## src/sfdd_pkg.sv

```systemverilog
// Shared types and constants for the sensor frame delta decoder.
// No dependencies; imported by every module of the block.

package sfdd_pkg;

    // Fixed field widths
    localparam int SAMPLE_W     = 16;
    localparam int GAIN_W       = 24;
    localparam int STAMP_W      = 32;
    localparam int AXIS_OUT_W   = 3;
    localparam int SENSOR_OUT_W = 6;
    localparam int SCALED_W     = 40;
    localparam int CFG_INDEX_W  = 8;

    // Axes below this number use the accelerometer gain
    localparam int ACCEL_AXES = 3;

    // Gain reset value: 1.0 in Q8.16
    localparam logic [GAIN_W-1:0] GAIN_RESET = 24'd65536;

    // Element kinds
    typedef enum logic [1:0] {
        KIND_RAW   = 2'd0,
        KIND_DELTA = 2'd1,
        KIND_OTHER = 2'd2
    } frame_kind_t;

    // Configuration register indexes
    typedef enum logic [CFG_INDEX_W-1:0] {
        CFG_ACCEL_GAIN = 8'd0,
        CFG_GYRO_GAIN  = 8'd1
    } cfg_reg_t;

    // Gain register pair
    typedef struct packed {
        logic [GAIN_W-1:0] accel;
        logic [GAIN_W-1:0] gyro;
    } gains_t;

    // Add a signed 8-bit delta (low byte of the sample), wrapping mod 2^16
    function automatic logic [SAMPLE_W-1:0] apply_delta(
        input logic [SAMPLE_W-1:0] value,
        input logic [SAMPLE_W-1:0] sample
    );
        logic [SAMPLE_W-1:0] delta;
        delta = {{(SAMPLE_W-8){sample[7]}}, sample[7:0]};
        return value + delta;
    endfunction

endpackage

```

## src/sfdd_scale.sv

```systemverilog
// Element update and gain multiply: new stored value, drop decision and
// the Q24.16 product. Depends on sfdd_pkg.

module sfdd_scale import sfdd_pkg::*; #(
    parameter int AXIS_W = 3
) (
    input  logic [1:0]          kind,
    input  logic [SAMPLE_W-1:0] sample,
    input  logic [SAMPLE_W-1:0] stored,
    input  logic                base_seen,
    input  logic [AXIS_W-1:0]   axis,
    input  gains_t              gains,
    output logic [SAMPLE_W-1:0] new_value,
    output logic                drop,
    output logic [SCALED_W-1:0] scaled
);

    logic [AXIS_W+2:0]     axis_ext;
    logic [GAIN_W-1:0]     gain;
    logic signed [SCALED_W:0] product;

    // Update of the stored value by element kind
    always_comb begin
        drop = 1'b0;
        case (kind)
            KIND_RAW: begin
                new_value = sample;
            end
            KIND_DELTA: begin
                if (base_seen) begin
                    new_value = apply_delta(stored, sample);
                end else begin
                    new_value = stored;
                    drop      = 1'b1;
                end
            end
            default: begin
                new_value = stored;
            end
        endcase
    end

    // Gain by axis group, signed x unsigned product
    assign axis_ext = {3'b000, axis};
    assign gain     = (axis_ext < (AXIS_W + 3)'(ACCEL_AXES)) ? gains.accel : gains.gyro;
    assign product  = $signed(new_value) * $signed({1'b0, gain});
    assign scaled   = product[SCALED_W-1:0];

endmodule

```

## config.mk

```make
export PLATFORM = sky130hd
export DESIGN_NAME = sfdd_scale
export DESIGN_NICKNAME = d
export VERILOG_FILES = /design/src/sfdd_pkg.sv /design/src/sfdd_scale.sv
export SDC_FILE = /design/constraint.sdc
export NUM_CORES = 1
export LEC_CHECK = 0
export ABC_AREA = 1
export BUFFER_PORTS_ARGS = -buffer_cell sky130_fd_sc_hd__clkbuf_2
export CAP_MARGIN = 20
export CORE_ASPECT_RATIO = 1.4
export CORE_MARGIN = 5
export CORE_UTILIZATION = 55
export DETAILED_ROUTE_END_ITERATION = 16
export GPL_TIMING_DRIVEN = 0
export PLACE_DENSITY = 0.81
export SETUP_SLACK_MARGIN = 0.02
export SYNTH_ARGS = -nofsm -noshare
export SYNTH_HDL_FRONTEND = slang
export SYNTH_SLANG_ARGS = --single-unit
```

## constraint.sdc

```tcl
create_clock -name vclk -period 18.1
set_input_delay 3.62 -clock vclk [all_inputs]
set_output_delay 3.62 -clock vclk [all_outputs]
set_load 0.01 [all_outputs]
```

# Word-level counts from Yosys, hierarchy flattened

Index checks and enable logic that the tools add are counted.

Register bits: 0
Bits of input ports: 86
Output and inout port bits: 57
Logic and storage cells: 10

Add/subtract/negate cells: 1
Multipliers: 1
$lt $le $gt $ge: 1
Eq/ne operators: 1
Multiplexer cells: 5
Reduce and logical (&&, ||, !) cells: 1

Operator list:

| kind                                                                  | number |
|---|---|
| 16-bit by 25-bit multiplier with 40-bit output                        | 1 |
| 16-bit case mux with 2 select lines                                   | 1 |
| 24-bit 2-to-1 mux                                                     | 1 |
| 16-bit adder                                                          | 1 |
| 16-bit 2-to-1 mux                                                     | 1 |
| 3-bit by 2-bit < comparator with 1-bit output, second input constant  | 1 |
| 2-bit by 1-bit equality test with 1-bit output, second input constant | 1 |
| 2-bit zero test                                                       | 1 |
| 1-bit 2-to-1 mux                                                      | 2 |

# Longest topological paths before layout

Depth in word-level cells: 4
Depth in mapped cells: 37
Gate-level depth less buffers: 36

# Least setup slack after synthesis

No wires, ideal clock.

Kind: input to output
From: in sample[0]
To: out scaled[34]
Arrival time: 9.561 ns
Data required time: 14.480 ns
Slack: 4.919 ns
Stages on the path: 29
Buffers on the path: 1
Cells stage by stage: ha_1 fa_1 xnor2_1 nand2_1 nand3_2 inv_2 buf_2 nand2_1 fa_1 inv_1 fa_1 inv_1 fa_1 inv_1 fa_1 fa_1 inv_1 fa_1 inv_1 ha_1 nand2_1 nor2_1 inv_1 nor3_1 nand2_1 nand2_1 nand3_1 nand2_1 xor2_1

Longest elaborated chain between the ends: 4

Ends and longest elaborated chain:

| item                                           | RTL line         | RTL |
|---|---|---|
| start: declaration                             | sfdd_scale.sv:8  | `input logic [SAMPLE_W-1:0] sample,` |
| 16-bit adder                                   | sfdd_pkg.sv:47   | `return value + delta;` |
| 16-bit 2-to-1 mux                              | sfdd_scale.sv:30 | `if (base_seen) begin` |
| 16-bit case mux with 2 select lines            | sfdd_scale.sv:25 | `case (kind)` |
| via new_value[2]                               | sfdd_scale.sv:13 | `output logic [SAMPLE_W-1:0] new_value,` |
| 16-bit by 25-bit multiplier with 40-bit output | sfdd_scale.sv:46 | `assign product = $signed(new_value) * $signed({1'b0, gain});` |
| end: declaration                               | sfdd_scale.sv:15 | `output logic [SCALED_W-1:0] scaled` |

The timed path passes the listed nets, and every way through them passes these cells.

# Worst setup path in the final report

From: in axis[2]
To: out scaled[34]

Longest elaborated chain between the ends: 3

Ends and longest elaborated chain:

| item                                           | RTL line         | RTL |
|---|---|---|
| start: declaration                             | sfdd_scale.sv:11 | `input logic [AXIS_W-1:0] axis,` |
| 3-bit by 2-bit < comparator with 1-bit output  | sfdd_scale.sv:45 | `assign gain = (axis_ext < (AXIS_W + 3)'(ACCEL_AXES)) ? gains.accel : gains.gyro;` |
| 24-bit 2-to-1 mux                              | sfdd_scale.sv:45 |  |
| 16-bit by 25-bit multiplier with 40-bit output | sfdd_scale.sv:46 |  |

Every way passes these cells.

==> impl_metrics.yaml <==
status:
  status: "completed"
timing:
  period_needed_ps: 14720
  slew_headroom_pct: 18.83
  min_period_over_period_pct: 81.33
  rsz0062_at_grt: "false"
  tns_ps: 0
  hold_slack_ps: 7543
  finalSetupViolations: 0
  worst_slew_pin_slew_ps: 1205
  drv_slew: 0
  hold_viol: 0
  fmax_mhz: 67.93
cells_and_area:
  final_cell_mix: "524 x inv_1, 448 x nand2_1, 307 x fa_1"
  final_net_count: 2689
  area_growth_pct: 7.654
  seq_cell_count: 0
  fillers: 2462
  final-instance-count-excl-fill: 2470
  seq_area_um2: 0
  clock_buffers: 0
  stdcell_area_um2: 15770
  layout_commonest_cell: "inv_1"
  drive_gt1_share_pct: 10.02
  antenna_cells: 0
placed_design:
  dp_hpwl_mm: 40.78
  place_inst: 2470
  place.gp.congestion: 1.030
  port_buffers: 143
  place_area_um2: 15770
floorplan:
  fp-row-count: 70
  start_util_pct: 55.93
  die_area_um2: 30040
  die_w_um: 147.9
  die_y_um: 203.1
  pin_count: 143
  core-area_um2: 26190
synth:
  avgSynthCellArea_um2: 7.313
  syn-num-nets: 2544
  synth_area_um2: 14650
  ys_warn_count: 0
  synth.distinct_cells: 43
  ys_seq_area_share_pct: 0
  synthCells: 2003
critical_path:
  critPathKind: "in -> out"
  critPathCaptureType: "output pin"
  crit_start: "axis[2]"
  cp.arrival_ps: 11100
  worst_ep_required_time_ps: 14480
  path_max_fanout: 10
  cp-start-kind: "input port"
grt:
  antenna_found_initial: 0
  grt_overflow: 0
  grt_pass1_wl_mm: 72.53
  grt_pass1_vias: 14180
  grt_start_max_net_pins: 12
  track_usage_pct: 30.83
detailed_routing:
  avgViaCountPerCell: 5.502
  first_iter_violations: 963
  drc_errors: 0
  first_pass_iters: 7
  vias: 13590
  routed_wl_mm: 46.34
  antenna_left: 0
  wire_per_inst_um: 18.76
cts:
  cts_resized: 0
  postCtsSetupBuffers: 0
  cts_hold_buf: 0
worst_hold_path:
  hp-class: "in -> out"
  holdCritStartpoint: "base_seen"
  min_path_cells: 3
  min_to: "drop"
flow_run:
  drv_cap: 0
cells in the mapped netlist (2+ instances only):
cell type	instances	area share, %
a21boi_0	3	0.15
a21o_1	10	0.51
a21oi_1	52	1.8
a31oi_1	5	0.21
buf_2	18	0.62
buf_4	12	0.62
buf_6	4	0.31
clkbuf_1	19	0.49
clkinv_1	2	0.051
fa_1	307	42
ha_1	148	13
inv_1	524	13
inv_2	15	0.38
nand2_1	448	11
nand2_2	6	0.26
nand3_1	47	1.6
nand4_1	7	0.30
nor2_1	226	5.8
nor2_2	2	0.085
nor2_4	2	0.15
nor3_1	8	0.27
nor4_1	3	0.13
o211ai_1	2	0.10
o21a_1	4	0.21
o21ai_0	42	1.4
o21ai_1	4	0.14
o21ai_2	5	0.30
o21bai_1	10	0.51
o22a_1	11	0.66
or2_2	3	0.13
xnor2_1	15	0.90
xor2_1	28	1.7
critical path, stage by stage:
cell      delay, ps
clkbuf_2        110
a21o_1          210
buf_2           230
o21ai_0         960
clkbuf_1        560
nand2_1         160
fa_1            550
inv_1            50
fa_1            470
inv_1            60
fa_1            500
inv_1            50
fa_1            540
fa_1            510
inv_1            60
fa_1            550
inv_1            80
ha_1            400
nand2_1         110
nor2_1          220
inv_1           110
nor3_1          230
nand2_1          80
nand2_1         130
nand3_1          90
nand2_1          80
xor2_1          180
clkbuf_2        160
worst max-delay path by stage:
stage | to | slack (ps) | cells past startpoint
3_3_place_gp | scaled[34] | 3580 | 28
6_report | scaled[34] | 3380 | 28
5_1_grt | scaled[39] | 3130 | 30
3_5_place_dp | scaled[34] | 3540 | 28
4_1_cts | scaled[34] | 3520 | 28
2_1_floorplan | scaled[34] | 4920 | 29
through the flow:
| step | setup slack (ps) | util, % |
|---|---|---|
| after floorplan | 4919 | - |
| after global placement | 3581 | 60.21 |
| after detailed placement | 3539 | 60.21 |
| after CTS | 3521 | 60.21 |
| after global routing | 3126 | 60.21 |
| final | 3379 | 60.21 |
cells by family (layout without fill, tap and decap cells):
logic type      after synthesis  after routing  share of synthesized area [%]
xor+xnor                     43             43                          2.571
simple gates                757            757                          20.45
fa+ha+maj                   455            455                          54.60
compound gates              154            154                          6.492
buf+inv                     594            737                          15.89
routing by layer:
layer	vias up	track usage (%)	wire length (µm)
li1	6139	-	-
met1	6526	35.31	16030
met2	705	53.88	23040
met3	219	4.889	3691
met4	0	18.75	3582
met5	-	0	0
layout make-up:
class	count	area, µm²	share of cell area (%)
inverter	541	2031	12.88
timing repair buffer	143	715.7	4.539
multi-input combinational	1409	12320	78.13
tap	324	405.4	2.571
buffer	53	296.5	1.880
Power is not shown: default switching activity piles up to over one toggle a cycle in this logic, so the estimate is an artifact.
