$ cat src/sfdd_pkg.sv
// Shared types and constants for the sensor frame delta decoder.
// No dependencies; imported by every module of the block.

package sfdd_pkg;

    // Fixed field widths
    localparam int SAMPLE_W     = 16;
    localparam int GAIN_W       = 24;
    localparam int STAMP_W      = 32;
    localparam int AXIS_OUT_W   = 3;
    localparam int SENSOR_OUT_W = 6;
    localparam int SCALED_W     = 40;
    localparam int CFG_INDEX_W  = 8;

    // Axes below this number use the accelerometer gain
    localparam int ACCEL_AXES = 3;

    // Gain reset value: 1.0 in Q8.16
    localparam logic [GAIN_W-1:0] GAIN_RESET = 24'd65536;

    // Element kinds
    typedef enum logic [1:0] {
        KIND_RAW   = 2'd0,
        KIND_DELTA = 2'd1,
        KIND_OTHER = 2'd2
    } frame_kind_t;

    // Configuration register indexes
    typedef enum logic [CFG_INDEX_W-1:0] {
        CFG_ACCEL_GAIN = 8'd0,
        CFG_GYRO_GAIN  = 8'd1
    } cfg_reg_t;

    // Gain register pair
    typedef struct packed {
        logic [GAIN_W-1:0] accel;
        logic [GAIN_W-1:0] gyro;
    } gains_t;

    // Add a signed 8-bit delta (low byte of the sample), wrapping mod 2^16
    function automatic logic [SAMPLE_W-1:0] apply_delta(
        input logic [SAMPLE_W-1:0] value,
        input logic [SAMPLE_W-1:0] sample
    );
        logic [SAMPLE_W-1:0] delta;
        delta = {{(SAMPLE_W-8){sample[7]}}, sample[7:0]};
        return value + delta;
    endfunction

endpackage

$ cat src/sfdd_position.sv
// Element position tracker: flat position plus axis and sensor counters.
// Depends on sfdd_pkg.

module sfdd_position import sfdd_pkg::*; #(
    parameter int AXES     = 6,
    parameter int SENSORS  = 64,
    parameter int CELLS    = AXES * SENSORS,
    parameter int POS_W    = (CELLS > 1) ? $clog2(CELLS) : 1,
    parameter int AXIS_W   = (AXES > 1) ? $clog2(AXES) : 1,
    parameter int SENSOR_W = (SENSORS > 1) ? $clog2(SENSORS) : 1
) (
    input  logic                aclk,
    input  logic                aresetn,
    input  logic                advance,
    input  logic                frame_end,
    output logic [POS_W-1:0]    pos,
    output logic [AXIS_W-1:0]   axis,
    output logic [SENSOR_W-1:0] sensor
);

    logic [POS_W-1:0]    pos_reg,    pos_next;
    logic [AXIS_W-1:0]   axis_reg,   axis_next;
    logic [SENSOR_W-1:0] sensor_reg, sensor_next;

    // Step to the next place, back to zero at frame end or the last place
    always_comb begin
        pos_next    = pos_reg;
        axis_next   = axis_reg;
        sensor_next = sensor_reg;
        if (advance) begin
            if (frame_end || pos_reg == POS_W'(CELLS - 1)) begin
                pos_next    = '0;
                axis_next   = '0;
                sensor_next = '0;
            end else begin
                pos_next = pos_reg + POS_W'(1);
                if (sensor_reg == SENSOR_W'(SENSORS - 1)) begin
                    sensor_next = '0;
                    axis_next   = axis_reg + AXIS_W'(1);
                end else begin
                    sensor_next = sensor_reg + SENSOR_W'(1);
                end
            end
        end
    end

    always_ff @(posedge aclk) begin
        if (!aresetn) begin
            pos_reg    <= '0;
            axis_reg   <= '0;
            sensor_reg <= '0;
        end else begin
            pos_reg    <= pos_next;
            axis_reg   <= axis_next;
            sensor_reg <= sensor_next;
        end
    end

    assign pos    = pos_reg;
    assign axis   = axis_reg;
    assign sensor = sensor_reg;

endmodule

$ cat config.mk
export PLATFORM = sky130hd
export DESIGN_NAME = sfdd_position
export DESIGN_NICKNAME = d
export VERILOG_FILES = /design/src/sfdd_pkg.sv /design/src/sfdd_position.sv
export SDC_FILE = /design/constraint.sdc
export NUM_CORES = 1
export LEC_CHECK = 0
export BUFFER_PORTS_ARGS = -buffer_cell sky130_fd_sc_hd__buf_2
export CELL_PAD_IN_SITES_DETAIL_PLACEMENT = 0
export CELL_PAD_IN_SITES_GLOBAL_PLACEMENT = 1
export CORE_MARGIN = 2
export CORE_UTILIZATION = 40
export DETAILED_ROUTE_END_ITERATION = 16
export GPL_TIMING_DRIVEN = 0
export PLACE_DENSITY_LB_ADDON = 0.1
export SLEW_MARGIN = 20
export SYNTH_ARGS = -nofsm -noshare
export SYNTH_HDL_FRONTEND = slang
export SYNTH_SLANG_ARGS = --single-unit
$ cat constraint.sdc
create_clock -name aclk -period 3.4 [get_ports aclk]
set_input_delay 0.17 -clock aclk [delete_from_list [all_inputs] [get_ports aclk]]
set_output_delay 0.17 -clock aclk [all_outputs]
set_load 0.05 [all_outputs]
# Yosys cells after proc, flatten, opt, wreduce, memory -nomap -nowiden
# Cells that the tools add are included.
# classes
add_sub_neg	3
n_eq_ne	2
n_mux	5
n_reduce_logical	3
# op_table
op	n
$mux 6	2
$add 9x1->9 const B	1
$eq 9x9->1 const B	1
$mux 9	1
$add 6x1->6 const B	1
$eq 6x6->1 const B	1
$mux 3	2
$add 3x1->3 const B	1
$reduce_and 2->1	1
$reduce_bool 2->1	1
$logic_or 1x1->1	1
# word_totals
register_bits	18
inputBits	4
output_inout_bits	18

# Logic depth before layout (Yosys ltp)
# Gate-level depths: netlist of run 1.
# depth
ltp_word	4
depth_mapped	6
mapped_depth_nobuf	5

# Worst setup path before layout of run 1
# OpenSTA, ideal clock, no wires.
# synth_timing
path_kind	register to register
from	reg pos_reg[0] (netlist: pos[0])
to	reg pos_reg[0] (netlist: pos[0])
setup_time_ps	116
t_arrival_ps	1760
t_required_ps	3284
setup_slack_ps	1524
path_stages_with_launch	7
n_path_buf	1
period_less_slack_ps	1876
cell_sequence	dfxtp_1 ha_1 and3_2 a41oi_4 o21ai_4 buf_6 nor2_1
# synth_between
elab_chain_len	3
word_cells_on_any_way	4
classes_between	1 x add/sub; 1 x eq/ne; 1 x mux; 1 x reduce/logical
# synth_rtl
element	line_no	source
start, declared	sfdd_position.sv:21	logic [POS_W-1:0] pos_reg, pos_next;
start signal, assigned	sfdd_position.sv:53	pos_reg <= pos_next;
parallel branches: the longest is 2 deep, another holds $add 9x1->9	-	
$mux 9 *	sfdd_position.sv:31	if (frame_end || pos_reg == POS_W'(CELLS - 1)) begin
# Mark *: on every way between the ends.
# A chain may end at the register's enable or synchronous reset.

# Final worst setup path of run 1
# layout_timing
from	reg pos_reg[0] (netlist: pos[0])
to	reg pos_reg[5] (netlist: pos[5])
# Same word-level chain as after synthesis.

==> results of run 1 <==
[power groups by stage]
stage               registers, W   logic, W  clock network (W)
floorplan               0.000233  0.0000180                  0
global placement        0.000222  0.0000395                  0
detailed placement      0.000223  0.0000402                  0
CTS                     0.000218  0.0000404           0.000108
global route            0.000218  0.0000429           0.000114
finish                  0.000218  0.0000395           0.000103
[per-stage QoR]
step	power, W	hold slack, ps	setup WS (ps)	instances
CTS	0.0003665	201.4	1724	139
global placement	0.0002619	490.7	1773	136
detailed placement	0.0002627	494.0	1747	136
finish	0.0003601	209.2	1763	139
global route	0.0003755	207.9	1591	139
floorplan	0.0002514	337.0	1524	88
[worst min-delay path, delay by kind of cell]
family	cells	cell delay (ps)
AO/OA/AOI/OAI	1	70
buffers and inverters	1	140
AND/OR/NAND/NOR	1	70
[Yosys cell counts, drive strengths merged]
cell    count
o22ai       2
and3b       1
a41oi       1
xor2        8
nand3       3
dfxtp      18
mux2i       2
buf         2
nor2b       1
o21ai       3
xnor2       5
nand4b      1
inv         2
nor3        4
nand2       6
ha          3
nand4       7
nor2       16
o311ai      1
and3        2
[path summary, 6_finish.rpt]
check                  to  depth (start not counted)  slack (ps)
setup reg to reg   pos[5]                          6        1760
hold / removal    axis[2]                          3         210
setup / recovery   pos[5]                          6        1760
hold reg to reg   axis[0]                          1         500
[metal layers]
metal | wire length (um) | part of all wire (%)
met5 | 0 | 0
met4 | 0 | 0
met3 | 71 | 4.5
met2 | 737 | 46
met1 | 779 | 49
[cell families after synthesis]
logic type / share of synthesized area [%]
AOI/OAI and AO/OA: 8.970
xor gates and xnor gates: 13.60
adders and majority gates: 4.485
buffers and inverters: 3.588
DFF: 43.05
and+or+nand+nor: 23.92
muxes: 2.392
[cells in the final DEF, fill, tap and decap left out, drive strengths merged]
| cell | instances |
|---|---|
| buf | 23 |
| dfxtp | 18 |
| nor2 | 16 |
| xor2 | 8 |
| nand4 | 7 |
| nand2 | 6 |
| xnor2 | 5 |
| nor3 | 4 |
| nand3 | 3 |
| ha | 3 |
| clkbuf | 3 |
| o21ai | 3 |
| inv | 2 |
| mux2i | 2 |
| o22ai | 2 |
| and3 | 2 |
| and3b | 1 |
| a41oi | 1 |
| nor2b | 1 |
| nand4b | 1 |
| o311ai | 1 |
[area by class of cell]
type / instances / area, um2
fillers: 233 / 963.4
clock buffers: 3 / 22.52
well taps: 27 / 33.78
repair buffers: 21 / 105.1
multi-input cells: 66 / 446.7
inverters: 2 / 7.507
flip-flops and latches: 18 / 360.3
plain buffers: 2 / 22.52
==> out/qor.yml, run 1 <==
grt:
  globalRouteOverflowTotal: 0
  grt_busiest_layer: "met2"
  grt_max_degree: 11
  grt_antenna_before_repair: 0
  first_global_vias: 650
  grt_use_met1_pct: 19.28
  grtUsageTotal_pct: 14.55
  use_met3_pct: 3.636
  grt_first_pass_wirelength_mm: 2.849
  grt_util_met2_pct: 23.33
timing:
  report.final.slew_viol_count: 0
  fin_crit_sh_pct: 48.15
  final.setup_skew_ps: 0.5509
  unrepaired_setup_endpoints_after_global_routing: "no"
  hold_viol: 0
  setup_viol: 0
  relSlewSlack_pct: 71.69
  min_period_ps: 1637
  worstMarginPinSlew_ps: 423.0
  fin_setup_tns_ps: 0
  max_freq_mhz: 610.8
clock_network:
  cts_resized: 0
  postCtsHoldBufs: 0
  clock_insertion_delay_worst_skew_ps: 280
  longest_clk_path_bufs: 2
  cts_setup_buffers: 0
  numClockSinks: 18
  tritoncts: "built"
  root_buffer: "clkbuf_4"
  cts_inserted_buffers: 3
  clock_tree.htree_level_count: 1
  worst_setup_hold_path_clk_slew_ps: 100
die:
  core.rowCount: 16
  io_pins: 22
  start_util_pct: 42.67
  fp.coreArea_mm2: 0.001962
  die-width_um: 49.75
  die-height_um: 49.75
  die-area_mm2: 0.002475
power_and_ir_drop:
  netSwitchingPower_w: 0.00009180
  power_report.internal_total_w: 0.0002683
  power_switching_share_pct: 25.49
  sequentialPowerShare_pct: 60.4
  worst_ir_drop_vdd_uv: 198.3
  powerDensity_mw_per_mm2: 360.6
  leakage_nw: 0.4260
  pwr-share-clk_pct: 28.6
  share_of_total_power_in_combinational_logic_pct: 11.0
routing:
  post-route-drc-count: 0
  route.detailed.vias_per_inst: 5.000
  final_antenna_net_count: 0
  vias: 695
  post_drt_wl_per_cell_um: 11.42
  drt_wl_total_mm: 1.588
  drt_iter0_markers: 5
  first_pass_iters: 4
critical_path:
  timing.critical_path.to_type: "flop"
  criticalPathCategory: "flop to flop"
  critical_path.n_buffers_inverters: 1
  cp_max_fo: 10
  timing.critical_path.cells: "ha_1, and3_2, a41oi_4, o21ai_4, buf_6, nor2_1"
  crit_family: "compound AO/OA/AOI/OAI gates"
  timing.critical_path.slowest_cell_delay_ps: 390
  cp_data_arrival_time_ps: 1820
  crit_required_ps: 3590
  crit-reg2reg-launch: "pos[0]"
  launch_point_of_the_critical_path: "pos[0]"
  slowest_stage_cell_cp: "dfxtp_1"
  worst_setup_path_start_kind: "flop"
synthesis:
  ys.warnings.count: 0
  avgSynthCellArea_um2: 9.512
  unique_cell_type_count_in_the_yosys_netlist: 22
  synthesis.instances: 88
  syn-num-nets: 95
  netlist_top_cells_area: "dfxtp_1 43%, xor2_1 8.4%, nor2_1 7.2%"
  synth.cell_area_um2: 837.1
  synth-seq-cells: 18
  synth.largest_area_cell: "dfxtp_1"
  post-synth-top-area-fraction_pct: 43.05
  synth_seq_area_share_pct: 43.05
cells_and_area:
  count_of_antenna_diodes_in_the_layout: 0
  final_nets: 121
  final_cell_area_um2: 998.5
  finish.utilization_pct: 50.89
  synthToLayoutAreaGrowth_pct: 19.28
  max_reg_flops: 9
  final_layout_size_suffix_gt1_share_pct: 26.79
placed_design:
  port_buffers: 21
  gp_congestion: 0.7090
  final_hpwl_dp_mm: 1.219
  placedInstanceArea_um2: 975.9
worst_hold_path:
  min-delay-path-class: "input port to flop"
  timing.hold.worst.start: "aresetn"
flow_run:
  cap_viol_max_count: 0
status:
  outcome: "complete, no violations"
Power figures use the tool's default switching activity.
==> run 2, diff against run 1 <==
ABC_AREA = 1   (was not set)
CORE_UTILIZATION = 36   (was 40)
clock period = 1.7 ns   (was 3.4 ns; I/O delays follow)
==> out/qor.yml, run 2 <==
power_and_ir_drop:
  share_of_total_power_in_combinational_logic_pct: 10.9
  power_report.internal_total_w: 0.0005846
  sequentialPowerShare_pct: 55.7
  worst_ir_drop_vdd_uv: 440.5
  power_switching_share_pct: 25.21
  powerDensity_mw_per_mm2: 722.2
  leakage_nw: 0.4939
  netSwitchingPower_w: 0.0001970
  pwr-share-clk_pct: 33.4
worst_hold_path:
  min-delay-path-class: "input port to flop"
cells_and_area:
  final_layout_size_suffix_gt1_share_pct: 29.66
  count_of_antenna_diodes_in_the_layout: 0
  max_reg_flops: 9
  synthToLayoutAreaGrowth_pct: 19.81
  final_cell_area_mm2: 0.001082
  layout_commonest_cell: "nand2_1"
  final_nets: 153
  layout.cells.most_common_list: "23 x nand2_1, 22 x nor2_1, 21 x buf_2, 18 x dfxtp_1, 11 x inv_1"
die:
  start_util_pct: 37.14
  die-width_um: 54.10
  fp.coreArea_mm2: 0.002432
  io_pins: 22
  die-height_um: 54.10
  die-area_mm2: 0.002926
  core.rowCount: 18
clock_network:
  clock_tree.htree_level_count: 1
  numClockSinks: 18
  clock_insertion_delay_worst_skew_ps: 290
  cts_setup_buffers: 0
  root_buffer: "clkbuf_4"
  cts_resized: 0
  longest_clk_path_bufs: 2
  cts_inserted_buffers: 3
  worst_setup_hold_path_clk_slew_ps: 110
  tritoncts: "built"
  postCtsHoldBufs: 0
grt:
  grt_first_pass_wirelength_mm: 2.911
  grt_antenna_before_repair: 0
  globalRouteOverflowTotal: 0
  grt_max_degree: 11
  first_global_vias: 711
  grtUsageTotal_pct: 13.71
synthesis:
  netlist_top_cells_area: "dfxtp_1 40%, nand2_1 9.6%, nor2_1 9.1%"
  async_reset_ff_share_pct: 0
  synth-main-ff-cell: "dfxtp_1"
  synth.largest_area_cell: "dfxtp_1"
  avgSynthCellArea_um2: 7.528
  synthesis.instances: 120
  post-synth-top-area-fraction_pct: 39.89
  post-synth-top-count-cell: "nand2_1"
  unique_cell_type_count_in_the_yosys_netlist: 22
  synth.cell_area_um2: 903.4
  synth_seq_area_share_pct: 39.89
  synth-seq-cells: 18
  ys.warnings.count: 0
  syn-num-nets: 127
  edff_count_synth: 0
  synth.top_cells.by_count: "23 x nand2_1, 22 x nor2_1, 18 x dfxtp_1"
timing:
  unrepaired_setup_endpoints_after_global_routing: "no"
  worstMarginPinSlew_ps: 240.1
  relSlewSlack_pct: 83.97
  fin_setup_tns_ps: 0
  report.final.slew_viol_count: 0
  max_freq_mhz: 727.2
  hold_viol: 0
  min_period_ps: 1375
  final.setup_skew_ps: 5.882
  setup_viol: 0
  fin_crit_sh_pct: 80.89
placed_design:
  placedInstanceArea_mm2: 0.001046
  port_buffers: 21
  gp_congestion: 0.6879
  final_hpwl_dp_mm: 1.359
routing:
  top_layer: "met4"
  vias: 816
  final_antenna_net_count: 0
  drt_wl_total_mm: 1.745
  first_pass_iters: 3
  drt_iter0_markers: 4
  post-route-drc-count: 0
  met1_length_um: 822
  dr_wl_met3_um: 65
  route.met2.wl_um: 841
  route.detailed.vias_per_inst: 4.663
  post_drt_wl_per_cell_um: 9.971
critical_path:
  worst_setup_path_start_kind: "flop"
  cp_data_arrival_time_ps: 1560
  timing.critical_path.slowest_cell_delay_ps: 400
  timing.critical_path.cells: "ha_1, nand2_1, nor2_1, nand2_2, nand3_1, nand2_1, nand2_2, nor3_1"
  crit_required_ps: 1880
  cp_max_fo: 4
  timing.critical_path.to_type: "flop"
  slowest_stage_cell_cp: "dfxtp_1"
  criticalPathCategory: "flop to flop"
status:
  outcome: "complete, no violations"
flow_run:
  cap_viol_max_count: 0
## run 2: final timing paths
| path | end | start | slack [ps] | cells after the start |
|---|---|---|---|---|
| max reg2reg | sensor[2] | pos[1] | 320 | 8 |
| min | axis[2] | aresetn | 90 | 3 |
| min reg2reg | axis[1] | axis[1] | 490 | 2 |
| max | sensor[2] | pos[1] | 320 | 8 |
## run 2: cell families (layout without fill, tap and decap cells)
group,after synthesis,after routing,share of synthesized area (%)
simple gates,75,75,40.58
flops,18,18,39.89
buf+inv,14,39,7.064
xor+xnor,6,6,5.818
fa+ha+maj,3,3,4.156
compound gates,4,4,2.493
## run 2: cell type report
| class | instances | area [um2] |
|---|---|---|
| well taps | 30 | 37.54 |
| multi-input cells | 88 | 479.2 |
| flip-flops and latches | 18 | 360.3 |
| fillers | 257 | 1350 |
| plain buffers | 2 | 18.77 |
| clock buffers | 4 | 36.28 |
| repair buffers | 21 | 105.1 |
| inverters | 12 | 45.04 |
## run 2: metrics by stage
step	setup WS [ps]	hold slack [ps]	power [W]	cells	utilization, %
2_1_floorplan	33.73	209.3	0.0005094	120	-
3_3_place_gp	339.9	390.4	0.0005304	171	43.00
3_5_place_dp	332.0	392.6	0.0005317	171	43.00
4_1_cts	304.8	78.26	0.0007952	175	44.50
5_1_grt	136.6	94.47	0.0008184	175	44.50
6_report	325.0	87.70	0.0007816	175	44.50
## run 2: power groups by stage
stage | combinational, W | sequential [W] | clock [W]
4_1_cts | 0.0000866 | 0.000436 | 0.000273
6_report | 0.0000849 | 0.000436 | 0.000261
5_1_grt | 0.0000943 | 0.000437 | 0.000287
2_1_floorplan | 0.0000413 | 0.000468 | 0
3_3_place_gp | 0.0000854 | 0.000445 | 0
3_5_place_dp | 0.0000863 | 0.000445 | 0
## run 2: per-layer routing
metal,track usage [%],up-vias
li1,-,426
met1,15.45,377
met4,6.250,0
met2,24.80,11
met3,2.500,2
met5,0,-
## run 2: worst max-delay path: cells and delay by family (launching register included)
kind / cells / cell delay (ps)
fa+ha+maj: 1 / 220
flops: 1 / 400
simple gates: 7 / 650
==> run 3, diff against run 2 <==
clock period = 1.41 ns   (was 1.7 ns; I/O delays follow)
==> out/qor.yml, run 3 (same netlist as run 2, synthesis figures left out) <==
die:
  fp.coreArea_mm2: 0.002432
  die-area_mm2: 0.002926
  die-height_um: 54.10
  die-width_um: 54.10
  start_util_pct: 37.14
  io_pins: 22
  core.rowCount: 18
cells_and_area:
  count_of_antenna_diodes_in_the_layout: 0
  synthToLayoutAreaGrowth_pct: 23.27
  final_layout_size_suffix_gt1_share_pct: 38.62
  final_nets: 153
  fin_cells: 175
  layout.cells.most_common_list: "22 x nand2_1, 21 x buf_2, 20 x nor2_1, 11 x inv_1, 9 x nand3_1"
  layout_commonest_cell: "nand2_1"
  max_reg_flops: 9
  finish.utilization_pct: 45.78
grt:
  grtUsageTotal_pct: 14.20
  globalRouteOverflowTotal: 0
  grt_antenna_before_repair: 0
  first_global_vias: 699
  grt_first_pass_wirelength_mm: 3.008
  grt_max_degree: 11
status:
  outcome: "complete, no violations"
flow_run:
  cap_viol_max_count: 0
clock_network:
  tritoncts: "built"
  worst_setup_hold_path_clk_slew_ps: 110
  numClockSinks: 18
  root_buffer: "clkbuf_4"
  longest_clk_path_bufs: 2
  cts_setup_buffers: 0
  cts_resized: 0
  clock_insertion_delay_worst_skew_ps: 290
  cts_inserted_buffers: 3
  clock_tree.htree_level_count: 1
  postCtsHoldBufs: 0
critical_path:
  crit-reg2reg-launch: "pos[0]"
  cp_data_arrival_time_ps: 1530
  timing.critical_path.to_type: "flop"
  ff2ff_path_depth: 9
  cp_max_fo: 4
  worst_setup_path_start_kind: "flop"
  register_to_register_setup_slack_ps: 110
  crit_required_ps: 1640
  worst_reg2reg_endpoint: "pos[8]"
  criticalPathCategory: "flop to flop"
timing:
  fin_setup_tns_ps: 0
  max_freq_mhz: 770.1
  fin_crit_sh_pct: 92.09
  relSlewSlack_pct: 83.44
  hold_viol: 0
  min_period_ps: 1298
  report.final.slew_viol_count: 0
  worstMarginPinSlew_ps: 250.1
  unrepaired_setup_endpoints_after_global_routing: "yes"
  setup_viol: 0
  final.setup_skew_ps: 6.648
  final.hold.worst_slack_ps: 72.68
worst_hold_path:
  timing.hold.worst.start: "aresetn"
  min-delay-path-class: "input port to flop"
  holdPathStages: 3
  min_delay_worst_endpoint: "axis[2]"
routing:
  first_pass_iters: 3
  drt_iter0_markers: 16
  route.detailed.vias_per_inst: 4.697
  final_antenna_net_count: 0
  drt_wl_total_mm: 1.820
  post_drt_wl_per_cell_um: 10.40
  post-route-drc-count: 0
  vias: 822
placed_design:
  placed_cells: 171
  final_hpwl_dp_mm: 1.391
  gp_congestion: 0.6854
  port_buffers: 21
power_and_ir_drop:
  worst_ir_drop_vdd_uv: 430.2
  leakage_nw: 0.4931
  powerDensity_mw_per_mm2: 802.1
run 3: layout make-up:
| type | instances | area, um2 |
|---|---|---|
| timing repair buffer | 21 | 105.1 |
| buffer | 2 | 22.52 |
| multi-input combinational | 88 | 494.2 |
| clock inverter | 1 | 3.754 |
| inverter | 12 | 45.04 |
| sequential | 18 | 382.9 |
| clock buffer | 3 | 22.52 |
| tap | 30 | 37.54 |
| fill | 258 | 1319 |
run 3: worst max path at each step:
stage                         start   endpoint  cells after the start
after CTS                    pos[0]  sensor[2]                      8
after global routing         pos[0]     pos[8]                      9
after detailed placement     pos[0]  sensor[2]                      8
after global placement       pos[0]  sensor[2]                      8
final                        pos[0]     pos[8]                      9
after floorplan           sensor[2]  sensor[5]                      6
run 3: critical path, stage by stage, from the launching register on:
cell and delay [ps]:
dfxtp_4 380, ha_2 190, nand2_1 90, nor2_4 120, nand2_2 90, nor2_4 110
nand3_1 80, nand2_1 60, nand2_1 40, nor2_1 80
run 3: stage by stage:
stage | cell area [um2] | total power [W] | worst slack [ps]
2_1_floorplan | 925.9 | 0.0006128 | 18.24
3_3_place_gp | 1069 | 0.0006377 | 95.57
3_5_place_dp | 1069 | 0.0006401 | 86.22
4_1_cts | 1095 | 0.0009046 | 60.48
5_1_grt | 1114 | 0.0009321 | -14.10
6_report | 1114 | 0.0008932 | 111.5
run 3: routing by layer:
metal,track usage (%),wire length (um),part of all wire [%]
met3,2.500,58,3.2
met4,6.250,15,0.82
met2,24.59,877,48
met1,17.06,868,48
met5,0,0,0
run 3: power by group:
part | leakage (nW) | internal [W] | switching (W)
clock | 0.0154 | 0.000103 | 0.000161
sequential | 0.151 | 0.000514 | 0.00000906
combinational | 0.326 | 0.0000335 | 0.0000729
total | 0.493 | 0.000651 | 0.000242
